[src/rtl/hvc_pkg.sv]
// Shared types and constants for the video-counter interrupt unit.
// No dependencies; used by every module of the block.
package hvc_pkg;

    typedef enum logic [2:0] {
        FUNC_POLL       = 3'd0,
        FUNC_ENABLE_WR  = 3'd1,
        FUNC_POS_WR     = 3'd2,
        FUNC_NMI_READ   = 3'd3,
        FUNC_IRQ_READ   = 3'd4,
        FUNC_NMI_TAKE   = 3'd5,
        FUNC_IRQ_TAKE   = 3'd6
    } func_t;

    typedef enum logic [1:0] {
        CFG_PAL_REGION   = 2'd0,
        CFG_INTERLACE_ON = 2'd1,
        CFG_OVERSCAN_ON  = 2'd2
    } cfg_index_t;

    typedef struct packed {
        func_t       func;
        logic [9:0]  nmi_vpos;
        logic [9:0]  irq_vpos;
        logic [11:0] irq_hpos;
        logic [7:0]  enable_byte;
        logic [8:0]  vtime_value;
        logic [8:0]  htime_value;
        logic        cpu_irq_disable;
    } item_t;

    typedef struct packed {
        logic answer;
        logic wake;
        logic nmi_level;
        logic irq_level;
    } result_t;

    typedef struct packed {
        logic       en;
        cfg_index_t index;
        logic       data;
    } cfg_wr_t;

    localparam logic [9:0]  VBLANK_LINE          = 10'd225;
    localparam logic [9:0]  VBLANK_LINE_OVERSCAN = 10'd240;
    localparam logic [8:0]  LAST_LINE_525        = 9'd262;
    localparam logic [8:0]  LAST_LINE_625        = 9'd312;
    localparam logic [8:0]  LAST_DOT             = 9'd339;
    localparam logic [9:0]  V_TRIGGER_NONE       = 10'h3ff;
    localparam logic [11:0] H_TRIGGER_NONE       = 12'hfff;
    localparam logic [2:0]  HOLD_START           = 3'd4;
    localparam logic [2:0]  HOLD_STEP            = 3'd2;

    localparam int EN_BIT_NMI  = 7;
    localparam int EN_BIT_VIRQ = 5;
    localparam int EN_BIT_HIRQ = 4;

endpackage

[src/rtl/hvc_in_stage.sv]
// Input register of the video-counter interrupt unit.
// Depends on hvc_pkg for the item word type.
module hvc_in_stage (
    input  logic          clk,
    input  logic          rst_n,
    input  logic          item_valid,
    output logic          item_stall,
    input  hvc_pkg::item_t item,
    input  logic          advance,
    output logic          s1_valid,
    output hvc_pkg::item_t s1_item
);

    logic           valid_reg;
    logic           valid_next;
    hvc_pkg::item_t item_reg;
    logic           take;

    // Hold the word while the engine cannot move it on.
    assign item_stall = valid_reg && !advance;
    assign take       = item_valid && !item_stall;

    always_comb
    begin
        valid_next = valid_reg;
        if (take)
        begin
            valid_next = 1'b1;
        end
        else if (advance)
        begin
            valid_next = 1'b0;
        end
    end

    always_ff @(posedge clk or negedge rst_n)
    begin
        if (!rst_n)
        begin
            valid_reg <= 1'b0;
        end
        else
        begin
            valid_reg <= valid_next;
        end
    end

    always_ff @(posedge clk)
    begin
        if (take)
        begin
            item_reg <= item;
        end
    end

    assign s1_valid = valid_reg;
    assign s1_item  = item_reg;

endmodule

[src/rtl/hvc_engine.sv]
// Interrupt state and per-word update logic of the video-counter interrupt unit.
// Depends on hvc_pkg for item, result and configuration types and constants.
module hvc_engine (
    input  logic             clk,
    input  logic             rst_n,
    input  hvc_pkg::cfg_wr_t cfg_wr,
    input  logic             fire,
    input  hvc_pkg::item_t   s1_item,
    output hvc_pkg::result_t step_result
);

    logic        pal_reg, interlace_reg, overscan_reg;

    logic        nmi_enable_reg, virq_enable_reg, hirq_enable_reg;
    logic        nmi_flag_reg, irq_flag_reg, nmi_pending_reg, irq_pending_reg;
    logic        nmi_prev_reg, irq_prev_reg;
    logic [2:0]  nmi_count_reg, irq_count_reg;
    logic [8:0]  vtime_reg, htime_reg;
    logic [9:0]  v_trigger_reg;
    logic [11:0] h_trigger_reg;

    logic        nmi_enable_next, virq_enable_next, hirq_enable_next;
    logic        nmi_flag_next, irq_flag_next, nmi_pending_next, irq_pending_next;
    logic        nmi_prev_next, irq_prev_next;
    logic [2:0]  nmi_count_next, irq_count_next;
    logic [8:0]  vtime_next, htime_next;
    logic [9:0]  v_trigger_next;
    logic [11:0] h_trigger_next;

    logic        answer, wake;
    logic        nmi_in_vblank, irq_at_point;

    function automatic logic [2:0] hold_down(input logic [2:0] h);
        hold_down = (h >= hvc_pkg::HOLD_STEP) ? (h - hvc_pkg::HOLD_STEP) : 3'd0;
    endfunction

    // Trigger points from the programmed line/dot; last dot of a field never fires.
    function automatic logic [21:0] triggers(input logic [8:0] vt,
                                             input logic [8:0] htime,
                                             input logic       hirq,
                                             input logic       pal,
                                             input logic       interlace);
        logic [8:0]  ht;
        logic [8:0]  last;
        logic [9:0]  ht_inc;
        logic [9:0]  vtrig;
        logic [11:0] htrig;
        ht     = hirq ? htime : 9'd0;
        last   = pal ? hvc_pkg::LAST_LINE_625 : hvc_pkg::LAST_LINE_525;
        ht_inc = {1'b0, ht} + 10'd1;
        vtrig  = {1'b0, vt};
        htrig  = hirq ? {ht_inc, 2'b00} : 12'd0;
        if (ht == hvc_pkg::LAST_DOT &&
            ((vt == last - 9'd1 && !interlace) || vt == last))
        begin
            vtrig = hvc_pkg::V_TRIGGER_NONE;
            htrig = hvc_pkg::H_TRIGGER_NONE;
        end
        triggers = {vtrig, htrig};
    endfunction

    always_comb
    begin
        nmi_enable_next  = nmi_enable_reg;
        virq_enable_next = virq_enable_reg;
        hirq_enable_next = hirq_enable_reg;
        nmi_flag_next    = nmi_flag_reg;
        irq_flag_next    = irq_flag_reg;
        nmi_pending_next = nmi_pending_reg;
        irq_pending_next = irq_pending_reg;
        nmi_prev_next    = nmi_prev_reg;
        irq_prev_next    = irq_prev_reg;
        nmi_count_next   = nmi_count_reg;
        irq_count_next   = irq_count_reg;
        vtime_next       = vtime_reg;
        htime_next       = htime_reg;
        v_trigger_next   = v_trigger_reg;
        h_trigger_next   = h_trigger_reg;
        answer           = 1'b0;
        wake             = 1'b0;
        nmi_in_vblank    = 1'b0;
        irq_at_point     = 1'b0;

        case (s1_item.func)
            hvc_pkg::FUNC_POLL:
            begin
                if (nmi_count_reg != 3'd0)
                begin
                    nmi_count_next = hold_down(nmi_count_reg);
                    if (nmi_count_next == 3'd0 && nmi_enable_reg)
                    begin
                        nmi_pending_next = 1'b1;
                    end
                end
                nmi_in_vblank = s1_item.nmi_vpos >= (overscan_reg ?
                                hvc_pkg::VBLANK_LINE_OVERSCAN : hvc_pkg::VBLANK_LINE);
                if (!nmi_prev_reg && nmi_in_vblank)
                begin
                    nmi_flag_next  = 1'b1;
                    nmi_count_next = hvc_pkg::HOLD_START;
                end
                else if (nmi_prev_reg && !nmi_in_vblank)
                begin
                    nmi_flag_next = 1'b0;
                end
                nmi_prev_next = nmi_in_vblank;

                irq_count_next = hold_down(irq_count_reg);
                if (irq_flag_reg && irq_count_next == 3'd0 &&
                    (virq_enable_reg || hirq_enable_reg))
                begin
                    irq_pending_next = 1'b1;
                end
                irq_at_point = (virq_enable_reg || hirq_enable_reg) &&
                               !(virq_enable_reg && s1_item.irq_vpos != v_trigger_reg) &&
                               !(hirq_enable_reg && s1_item.irq_hpos != h_trigger_reg);
                if (!irq_prev_reg && irq_at_point)
                begin
                    irq_flag_next  = 1'b1;
                    irq_count_next = hvc_pkg::HOLD_START;
                end
                irq_prev_next = irq_at_point;
            end
            hvc_pkg::FUNC_ENABLE_WR:
            begin
                nmi_enable_next  = s1_item.enable_byte[hvc_pkg::EN_BIT_NMI];
                virq_enable_next = s1_item.enable_byte[hvc_pkg::EN_BIT_VIRQ];
                hirq_enable_next = s1_item.enable_byte[hvc_pkg::EN_BIT_HIRQ];
                if (!nmi_enable_reg && nmi_enable_next && nmi_flag_reg)
                begin
                    nmi_pending_next = 1'b1;
                end
                if (virq_enable_next && !hirq_enable_next && irq_flag_reg)
                begin
                    irq_pending_next = 1'b1;
                end
                if (!virq_enable_next && !hirq_enable_next)
                begin
                    irq_flag_next    = 1'b0;
                    irq_pending_next = 1'b0;
                end
                {v_trigger_next, h_trigger_next} = triggers(vtime_reg, htime_reg,
                    hirq_enable_next, pal_reg, interlace_reg);
            end
            hvc_pkg::FUNC_POS_WR:
            begin
                vtime_next = s1_item.vtime_value;
                htime_next = s1_item.htime_value;
                {v_trigger_next, h_trigger_next} = triggers(vtime_next, htime_next,
                    hirq_enable_reg, pal_reg, interlace_reg);
            end
            hvc_pkg::FUNC_NMI_READ:
            begin
                answer = nmi_flag_reg;
                if (nmi_count_reg == 3'd0)
                begin
                    nmi_flag_next = 1'b0;
                end
            end
            hvc_pkg::FUNC_IRQ_READ:
            begin
                answer = irq_flag_reg;
                if (irq_count_reg == 3'd0)
                begin
                    irq_flag_next    = 1'b0;
                    irq_pending_next = 1'b0;
                end
            end
            hvc_pkg::FUNC_NMI_TAKE:
            begin
                if (nmi_pending_reg)
                begin
                    nmi_pending_next = 1'b0;
                    wake             = 1'b1;
                    answer           = 1'b1;
                end
            end
            hvc_pkg::FUNC_IRQ_TAKE:
            begin
                if (irq_pending_reg)
                begin
                    irq_pending_next = 1'b0;
                    wake             = 1'b1;
                    answer           = !s1_item.cpu_irq_disable;
                end
            end
            default:
            begin
                answer = 1'b0;
            end
        endcase
    end

    assign step_result.answer    = answer;
    assign step_result.wake      = wake;
    assign step_result.nmi_level = nmi_flag_next;
    assign step_result.irq_level = irq_flag_next;

    always_ff @(posedge clk or negedge rst_n)
    begin
        if (!rst_n)
        begin
            pal_reg       <= 1'b0;
            interlace_reg <= 1'b0;
            overscan_reg  <= 1'b0;
        end
        else if (cfg_wr.en)
        begin
            case (cfg_wr.index)
                hvc_pkg::CFG_PAL_REGION:   pal_reg       <= cfg_wr.data;
                hvc_pkg::CFG_INTERLACE_ON: interlace_reg <= cfg_wr.data;
                hvc_pkg::CFG_OVERSCAN_ON:  overscan_reg  <= cfg_wr.data;
                default:                   pal_reg       <= pal_reg;
            endcase
        end
    end

    always_ff @(posedge clk or negedge rst_n)
    begin
        if (!rst_n)
        begin
            nmi_enable_reg  <= 1'b0;
            virq_enable_reg <= 1'b0;
            hirq_enable_reg <= 1'b0;
            nmi_flag_reg    <= 1'b0;
            irq_flag_reg    <= 1'b0;
            nmi_pending_reg <= 1'b0;
            irq_pending_reg <= 1'b0;
            nmi_prev_reg    <= 1'b0;
            irq_prev_reg    <= 1'b0;
            nmi_count_reg   <= 3'd0;
            irq_count_reg   <= 3'd0;
            vtime_reg       <= 9'd0;
            htime_reg       <= 9'd0;
            v_trigger_reg   <= 10'd0;
            h_trigger_reg   <= 12'd0;
        end
        else if (fire)
        begin
            nmi_enable_reg  <= nmi_enable_next;
            virq_enable_reg <= virq_enable_next;
            hirq_enable_reg <= hirq_enable_next;
            nmi_flag_reg    <= nmi_flag_next;
            irq_flag_reg    <= irq_flag_next;
            nmi_pending_reg <= nmi_pending_next;
            irq_pending_reg <= irq_pending_next;
            nmi_prev_reg    <= nmi_prev_next;
            irq_prev_reg    <= irq_prev_next;
            nmi_count_reg   <= nmi_count_next;
            irq_count_reg   <= irq_count_next;
            vtime_reg       <= vtime_next;
            htime_reg       <= htime_next;
            v_trigger_reg   <= v_trigger_next;
            h_trigger_reg   <= h_trigger_next;
        end
    end

endmodule

[src/rtl/hv_counter_irq_nmi_unit.sv]
// Top level of the video-counter interrupt unit: input register, engine, result register.
// Depends on hvc_pkg, hvc_in_stage and hvc_engine.

// Takes one word per clock when the result side does not stall, and returns one result word
// per input word. The rate is set by the state update in the engine, which sits between the
// input register and the result register; a new word enters while the previous result still
// waits to be taken. Configuration writes are accepted in every cycle and take effect on
// the next word.
module hv_counter_irq_nmi_unit (
    input  logic             clk,
    input  logic             rst_n,
    input  logic             item_valid,
    output logic             item_stall,
    input  hvc_pkg::item_t   item,
    output logic             result_valid,
    input  logic             result_stall,
    output hvc_pkg::result_t result,
    input  logic             cfg_valid,
    output logic             cfg_ready,
    input  logic [1:0]       cfg_index,
    input  logic             cfg_data
);

    logic             s1_valid;
    hvc_pkg::item_t   s1_item;
    logic             advance;
    logic             fire;
    hvc_pkg::cfg_wr_t cfg_wr;
    hvc_pkg::result_t step_result;

    logic             result_valid_reg;
    logic             result_valid_next;
    hvc_pkg::result_t result_reg;

    // Move on whenever the result register is free or being emptied.
    assign advance = !result_valid_reg || !result_stall;
    assign fire    = s1_valid && advance;

    assign cfg_ready     = 1'b1;
    assign cfg_wr.en     = cfg_valid && cfg_ready;
    assign cfg_wr.index  = hvc_pkg::cfg_index_t'(cfg_index);
    assign cfg_wr.data   = cfg_data;

    hvc_in_stage u_in_stage (
        .clk        (clk),
        .rst_n      (rst_n),
        .item_valid (item_valid),
        .item_stall (item_stall),
        .item       (item),
        .advance    (advance),
        .s1_valid   (s1_valid),
        .s1_item    (s1_item)
    );

    hvc_engine u_engine (
        .clk         (clk),
        .rst_n       (rst_n),
        .cfg_wr      (cfg_wr),
        .fire        (fire),
        .s1_item     (s1_item),
        .step_result (step_result)
    );

    always_comb
    begin
        result_valid_next = result_valid_reg;
        if (advance)
        begin
            result_valid_next = s1_valid;
        end
    end

    always_ff @(posedge clk or negedge rst_n)
    begin
        if (!rst_n)
        begin
            result_valid_reg <= 1'b0;
        end
        else
        begin
            result_valid_reg <= result_valid_next;
        end
    end

    always_ff @(posedge clk)
    begin
        if (fire)
        begin
            result_reg <= step_result;
        end
    end

    assign result_valid = result_valid_reg;
    assign result       = result_reg;

endmodule

[config.mk]
export PLATFORM = sky130hd
export DESIGN_NAME = hv_counter_irq_nmi_unit
export DESIGN_NICKNAME = d
export VERILOG_FILES = /design/src/rtl/hvc_pkg.sv /design/src/rtl/hvc_in_stage.sv /design/src/rtl/hvc_engine.sv /design/src/rtl/hv_counter_irq_nmi_unit.sv
export SDC_FILE = /design/constraint.sdc
export NUM_CORES = 1
export LEC_CHECK = 0
export CORE_ASPECT_RATIO = 2
export CORE_MARGIN = 2
export CORE_UTILIZATION = 29
export DETAILED_ROUTE_END_ITERATION = 7
export DONT_BUFFER_PORTS = 1
export PLACE_DENSITY = 0.51
export SYNTH_ARGS = -nofsm -noshare
export SYNTH_HDL_FRONTEND = slang
export SYNTH_SLANG_ARGS = --single-unit
[constraint.sdc]
create_clock -name clk -period 2.5 [get_ports clk]
set_input_delay 0.125 -clock clk [delete_from_list [all_inputs] [get_ports clk]]
set_output_delay 0.125 -clock clk [all_outputs]
set_load 0.01 [all_outputs]
=== After elaboration in Yosys (flattened, before gate mapping) ===
Cells that the tools add are included.

* $add $sub $neg: 5
* $mul: 0
* Divide/modulo/power cells: 0
* $lt $le $gt $ge: 3
* Equal/unequal tests: 22
* Shift operators: 0
* Muxes and demuxes: 41
* Bitwise gates (word level): 0
* Reduce and logical (&&, ||, !) cells: 62

{| class="wikitable"
|+ Operators with widths
! cell !! count
|-
| $mux 12 || 4
|-
| $eq 9x9->1 || 4
|-
| $pmux 12 s2 || 1
|-
| $logic_and 1x1->1 || 22
|-
| $add 9x1->10 const B || 2
|-
| $mux 10 || 2
|-
| $pmux 10 s2 || 1
|-
| $eq 9x9->1 const B || 2
|-
| $mux 1 || 18
|-
| $mux 9 || 2
|-
| $logic_not 3->1 || 5
|-
| $mux 3 || 5
|-
| $logic_not 1->1 || 14
|-
| $reduce_and 2->1 || 7
|-
| $ne 12x12->1 || 1
|-
| $ge 10x10->1 || 1
|-
| $ne 10x10->1 || 1
|-
| $ne 2x1->1 const B || 5
|-
| $reduce_and 5->1 || 2
|-
| $eq 3x3->1 const B || 3
|-
| $sub 9x1->9 const B || 1
|-
| $pmux 1 s4 || 2
|-
| $eq 3x2->1 const B || 2
|-
| $ge 3x2->1 const B || 2
|-
| other kinds (15) || 24
|}

* Register bits: 126
* Bits in latches: 0
* Bits in writable memories: 0
* Bits in read-only memories: 0
* Bits of input ports: 70
* Output and inout port bits: 7
* Logic and storage cells: 165
* Memories kept: 0

=== Depth between registers and ports, before layout ===
* Depth in word-level cells: 8
* Mapped depth: 9
* Gate-level depth less buffers: 8

=== Hierarchy ===
Synthesis repeated with hierarchy kept, for this count alone.

* Cell total of the unflattened synthesis: 494
* Area, all modules: 5734.2 sq um

{| class="wikitable"
|+ Modules (own cells, without submodules)
! module !! instances !! cells each !! area an instance (sq um) !! sequential area each (sq um)
|-
| hvc_engine || 1 || 417 || 3636.0 || 1401.3
|-
| hvc_in_stage || 1 || 67 || 1919.3 || 1886.8
|-
| hv_counter_irq_nmi_unit || 1 || 10 || 178.9 || 145.1
|}

=== Least setup slack after synthesis ===
Ideal clock, no wire load.

* Path type: register to register
* Start: reg result_valid_reg, in the netlist result_valid
* End: reg u_in_stage.item_reg (netlist bit u_in_stage.s1_item[0]) (enable)
* Setup time: 0.421 ns
* Data arrival time: 1.892 ns
* Slack: 0.188 ns
* Cell stages (with the launch flop): 3
* Buffers on the path: 0
* Cell sequence: dfrtp_1 > nand3_1 > and2_1

* Longest elaborated chain between the ends: 6

{| class="wikitable"
|+ Ends and longest elaborated chain
! item !! line !! text
|-
| from (decl) || hv_counter_irq_nmi_unit.sv:31 || <nowiki>logic result_valid_reg;</nowiki>
|-
| from (signal assigned) || hv_counter_irq_nmi_unit.sv:81 || <nowiki>result_valid_reg <= result_valid_next;</nowiki>
|-
| $logic_not 1->1 || hv_counter_irq_nmi_unit.sv:36 || <nowiki>assign advance = !result_valid_reg || !result_stall;</nowiki>
|-
| $logic_or 1x1->1 || hv_counter_irq_nmi_unit.sv:36 ||
|-
| $logic_not 1->1 || hvc_in_stage.sv:20 || <nowiki>assign item_stall = valid_reg && !advance;</nowiki>
|-
| $logic_and 1x1->1 || hvc_in_stage.sv:20 ||
|-
| $logic_not 1->1 || hvc_in_stage.sv:21 || <nowiki>assign take = item_valid && !item_stall;</nowiki>
|-
| $logic_and 1x1->1 || hvc_in_stage.sv:21 ||
|-
| named net u_in_stage.take || hvc_in_stage.sv:17 || <nowiki>logic take;</nowiki>
|-
| to (signal assigned) || hvc_in_stage.sv:52 || <nowiki>item_reg <= item;</nowiki>
|-
| to (decl) || hvc_in_stage.sv:16 || <nowiki>hvc_pkg::item_t item_reg;</nowiki>
|}

The timed path passes the listed nets, and every way through them passes these cells.
A chain may end at the register's enable or synchronous reset.

=== Worst setup path in the final report ===
* Start: reg u_in_stage.item_reg (netlist bit u_in_stage.s1_item[23])
* End: reg u_engine.h_trigger_reg[11]

* Longest elaborated chain between the ends: 5
* Elaborated cells on any way between the ends: 7
* Those cells by class: add/sub (1); eq/ne (1); mux (4); reduce/logical (1)

{| class="wikitable"
|+ Ends and longest elaborated chain
! item !! line !! text
|-
| $mux 9 || hvc_engine.sv:48 || <nowiki>ht = hirq ? htime : 9'd0;</nowiki>
|-
| $add 9x1->10 / $eq 9x9->1 (equally long branches) || hvc_engine.sv:50, hvc_engine.sv:53 ||
|-
| $mux 12 / $logic_and 1x1->1 (equally long branches) || hvc_engine.sv:52, hvc_engine.sv:53 ||
|-
| $mux 12 * || hvc_engine.sv:53 || <nowiki>if (ht == hvc_pkg::LAST_DOT &&</nowiki>
|-
| $pmux 12 s2 * || hvc_engine.sv:84 || <nowiki>case (s1_item.func)</nowiki>
|-
| to (signal assigned) || hvc_engine.sv:254 || <nowiki>h_trigger_reg <= h_trigger_next;</nowiki>
|-
| to (decl) || hvc_engine.sv:20 || <nowiki>logic [11:0] h_trigger_reg;</nowiki>
|}

Every way passes the cells marked *; elsewhere a longest branch is shown, timed or not.

==> results.toml <==
[drt]
wl_per_cell_microns = 18.3
wl_microns = 13700
drtIter0Drc = 220
drt-vias-per-instance = 5.06
drc = 0
antenna_left = 0
vias = 3803
dr.pass1.iters = 4

[power]
clock_power_share_pct = 37.1
internal-power_mw = 4.40
power.leakage_nw = 2.65
power_switching_mw = 1.77
combPwrFrac_pct = 17.9
powerDensity_nw_per_um2 = 873
sequentialPowerShare_pct = 45.0
p_sw_share_pct = 28.7
ir_worst_vdd_v = 0.000461

[grt]
grt_max_degree = 59
antenna_found_initial = 1
first_global_vias = 4015
grt_first_pass_wirelength_microns = 21200
grt_usage_pct = 14.3
overflow = 0

[worst_hold_path]
holdCritPathClass = "in2reg"
holdPathEnd = "u_engine.overscan_reg$_DFFE_PN0P_"
hold_depth = 2
hold_start = "cfg_valid"

[timing]
maxSlewHeadroom_pct = 65.0
fin_ws_ns = 0.271
post-route-min-period_ns = 2.23
rsz0062_at_grt = "no"
finalHoldViolations = 0
fmax_ghz = 0.449
worst_pin_slew_ns = 0.524
setup_viol = 0
fin_crit_sh_pct = 89.2
fin_skew_ns = 0.00773
setup-tns-final_ns = 0
holdWs_ns = 0.0510
drv_slew = 0

[clock_network]
cts_root_buf = "clkbuf_16"
clk_latency_ns = 0.42
clock-sinks = 119
cts_buffers = 17
cts.clk_slew.worst_paths_ns = 0.06
cts_tree = "yes"
htree_levels = 4
cts_setup_buffers = 0
cts.path.max_buffers = 2

[synth]
synth.distinct_cells = 67
synthTopCellsByCount = "edfxtp_1 (61), dfrtp_1 (58), xnor2_1 (28), mux2_2 (24), nand2_1 (22)"
avgSynthCellArea_sq_um = 12.7
synth_top_area_share_pct = 33.4
synth_top_cells_by_area = "edfxtp_1 (33%), dfrtp_1 (26%), mux2_2 (4.9%)"
yosys.area.top_type = "edfxtp_1"
synth-edff-count = 61
synthCells = 430
synth_nets = 505
synth.ff_latch_count = 119
yosys_warnings = 0
async_flop_share_pct = 48.7
yosysMostFrequentCell = "edfxtp_1"
ys_seq_area_share_pct = 59.9
ys.flop_type = "edfxtp_1"
netlist_area_sq_um = 5480

[worst_setup_path]
start_kind = "flip-flop"
end_kind = "flip-flop"
cp.arrival_ns = 2.59
path_max_fanout = 13
rr_worst_depth = 7
path_class = "reg2reg"
reg2reg_from = "u_in_stage.s1_item[23]$_DFFE_PP_"
ff2ff_setup_slack_ns = 0.27
r2r-end = "u_engine.h_trigger_reg[11]$_DFFE_PN0P_"
required_ns = 2.86

[finish]
fin_nets = 594
fin_util_pct = 37.9
finalNonFillerCells = 752
synthToLayoutAreaGrowth_pct = 29.1
drive_above_1_share_pct = 18.4
largest_reg_flops = 57
fillCellCount = 1800

[floorplanning]
die_area_sq_um = 20100
fp.dieW_microns = 101
num_rows = 71
num_io_pins = 77
initial_core_util_pct = 29.4
fp.dieH_microns = 198
core_sq_um = 18700

[placed_design]
io_buffer_count = 0
place.gp.congestion = 0.861
hpwl_microns = 10100
placed_cells = 652
pre_cts_slack_ns = 0.230

[job]
maxCapViolCount = 0

[outcome]
status = "completed"
## routing by layer
layer / GRT usage [%] / vias to the layer above / wire (microns)
li1: - / 1809 / -
met1: 13.4 / 1896 / 4820
met2: 28.2 / 75 / 8240
met4: 7.11 / 0 / 399
met3: 2.88 / 23 / 278
met5: 0 / - / 0
## stage by stage
step / total power [mW] / cell area [sq um]
after floorplan: 3.49 / 5480
after global placement: 3.78 / 5830
after detailed placement: 3.82 / 5830
after CTS: 6.25 / 7070
after global routing: 6.48 / 7070
final: 6.18 / 7070
## layout make-up
type | instances | area [sq um] | area share [%]
sequential | 119 | 3280 | 46.4
multi-input combinational | 283 | 2080 | 29.4
timing repair buffer | 84 | 828 | 11.7
clock buffer | 17 | 425 | 6.01
tap | 219 | 274 | 3.87
clock inverter | 15 | 130 | 1.84
inverter | 14 | 52.6 | 0.743
antenna | 1 | 2.50 | 0.0354
## kinds of logic after synthesis
group,Yosys count,share of synthesized area [%]
adder cells (fa/ha/maj),5,1.14
XOR/XNOR,36,5.75
AND/OR/NAND/NOR,130,13.3
AO/OA/AOI/OAI,86,12.4
flip-flops,119,59.9
multiplexers,25,5.12
buffers and inverters,28,2.28
other,1,0.0684
## power groups by stage
stage	Combinational [mW]	Clock [mW]	Sequential (mW)
2_1_floorplan	0.801	0	2.69
3_3_place_gp	0.973	0	2.80
3_5_place_dp	1.00	0	2.82
4_1_cts	1.13	2.34	2.78
5_1_grt	1.23	2.42	2.83
6_report	1.11	2.29	2.78
## cell usage in the layout, fill, tap and decap left out, drive strengths merged, types with 3 or more instances in the layout
cell,synthesis,routed
mux2,24,24
o221a,13,13
buf,5,18
or3,4,4
o211ai,4,4
ha,5,5
and2,6,6
o31ai,3,3
nand3,18,18
nor3,9,9
clkinvlp,0,4
a31oi,5,5
xnor2,28,28
inv,14,16
a21o,5,5
clkinv,0,8
o21ai,21,21
a22o,3,3
nand4,10,10
nor2,18,18
o32a,3,3
dlygate4sd3,0,66
a21oi,7,7
or2,8,8
nand2b,4,4
nor2b,5,5
dfrtp,58,58
edfxtp,61,61
clkbuf,9,17
and3,5,5
nor4,5,5
nand2,22,22
xor2,8,8
a21boi,3,3
nor3b,3,3
## critical path, cell delays in order (launching register included)
cell	delay [ns]
edfxtp_1	0.54
and2_1	0.19
ha_1	0.22
nand4_1	0.16
a2111oi_4	0.38
a31o_4	0.32
o21bai_1	0.17
o221a_2	0.20
## worst max-delay path by stage
stage                                           start                                     end  slack [ns]  cells after the start
finish               u_in_stage.s1_item[23]$_DFFE_PP_  u_engine.h_trigger_reg[11]$_DFFE_PN0P_        0.27                      7
global placement    u_engine.overscan_reg$_DFFE_PN0P_                     result[1]$_DFFE_PP_        0.24                      7
detailed placement  u_engine.overscan_reg$_DFFE_PN0P_                     result[1]$_DFFE_PP_        0.23                      7
global route        u_engine.overscan_reg$_DFFE_PN0P_                     result[1]$_DFFE_PP_        0.08                      7
floorplan                    result_valid$_DFFE_PN0N_         u_in_stage.s1_item[0]$_DFFE_PP_        0.19                      2
CTS                 u_engine.overscan_reg$_DFFE_PN0P_                     result[1]$_DFFE_PP_        0.19                      7
## what timing repair did
item / CTS / global route
hold buffers: 67 / 0
endpoints found under the hold margin: 120 / 0
gates resized for setup: 0 / 1
setup endpoints to repair: 0 / 2
Note: power is estimated with default switching activity, not from simulation.
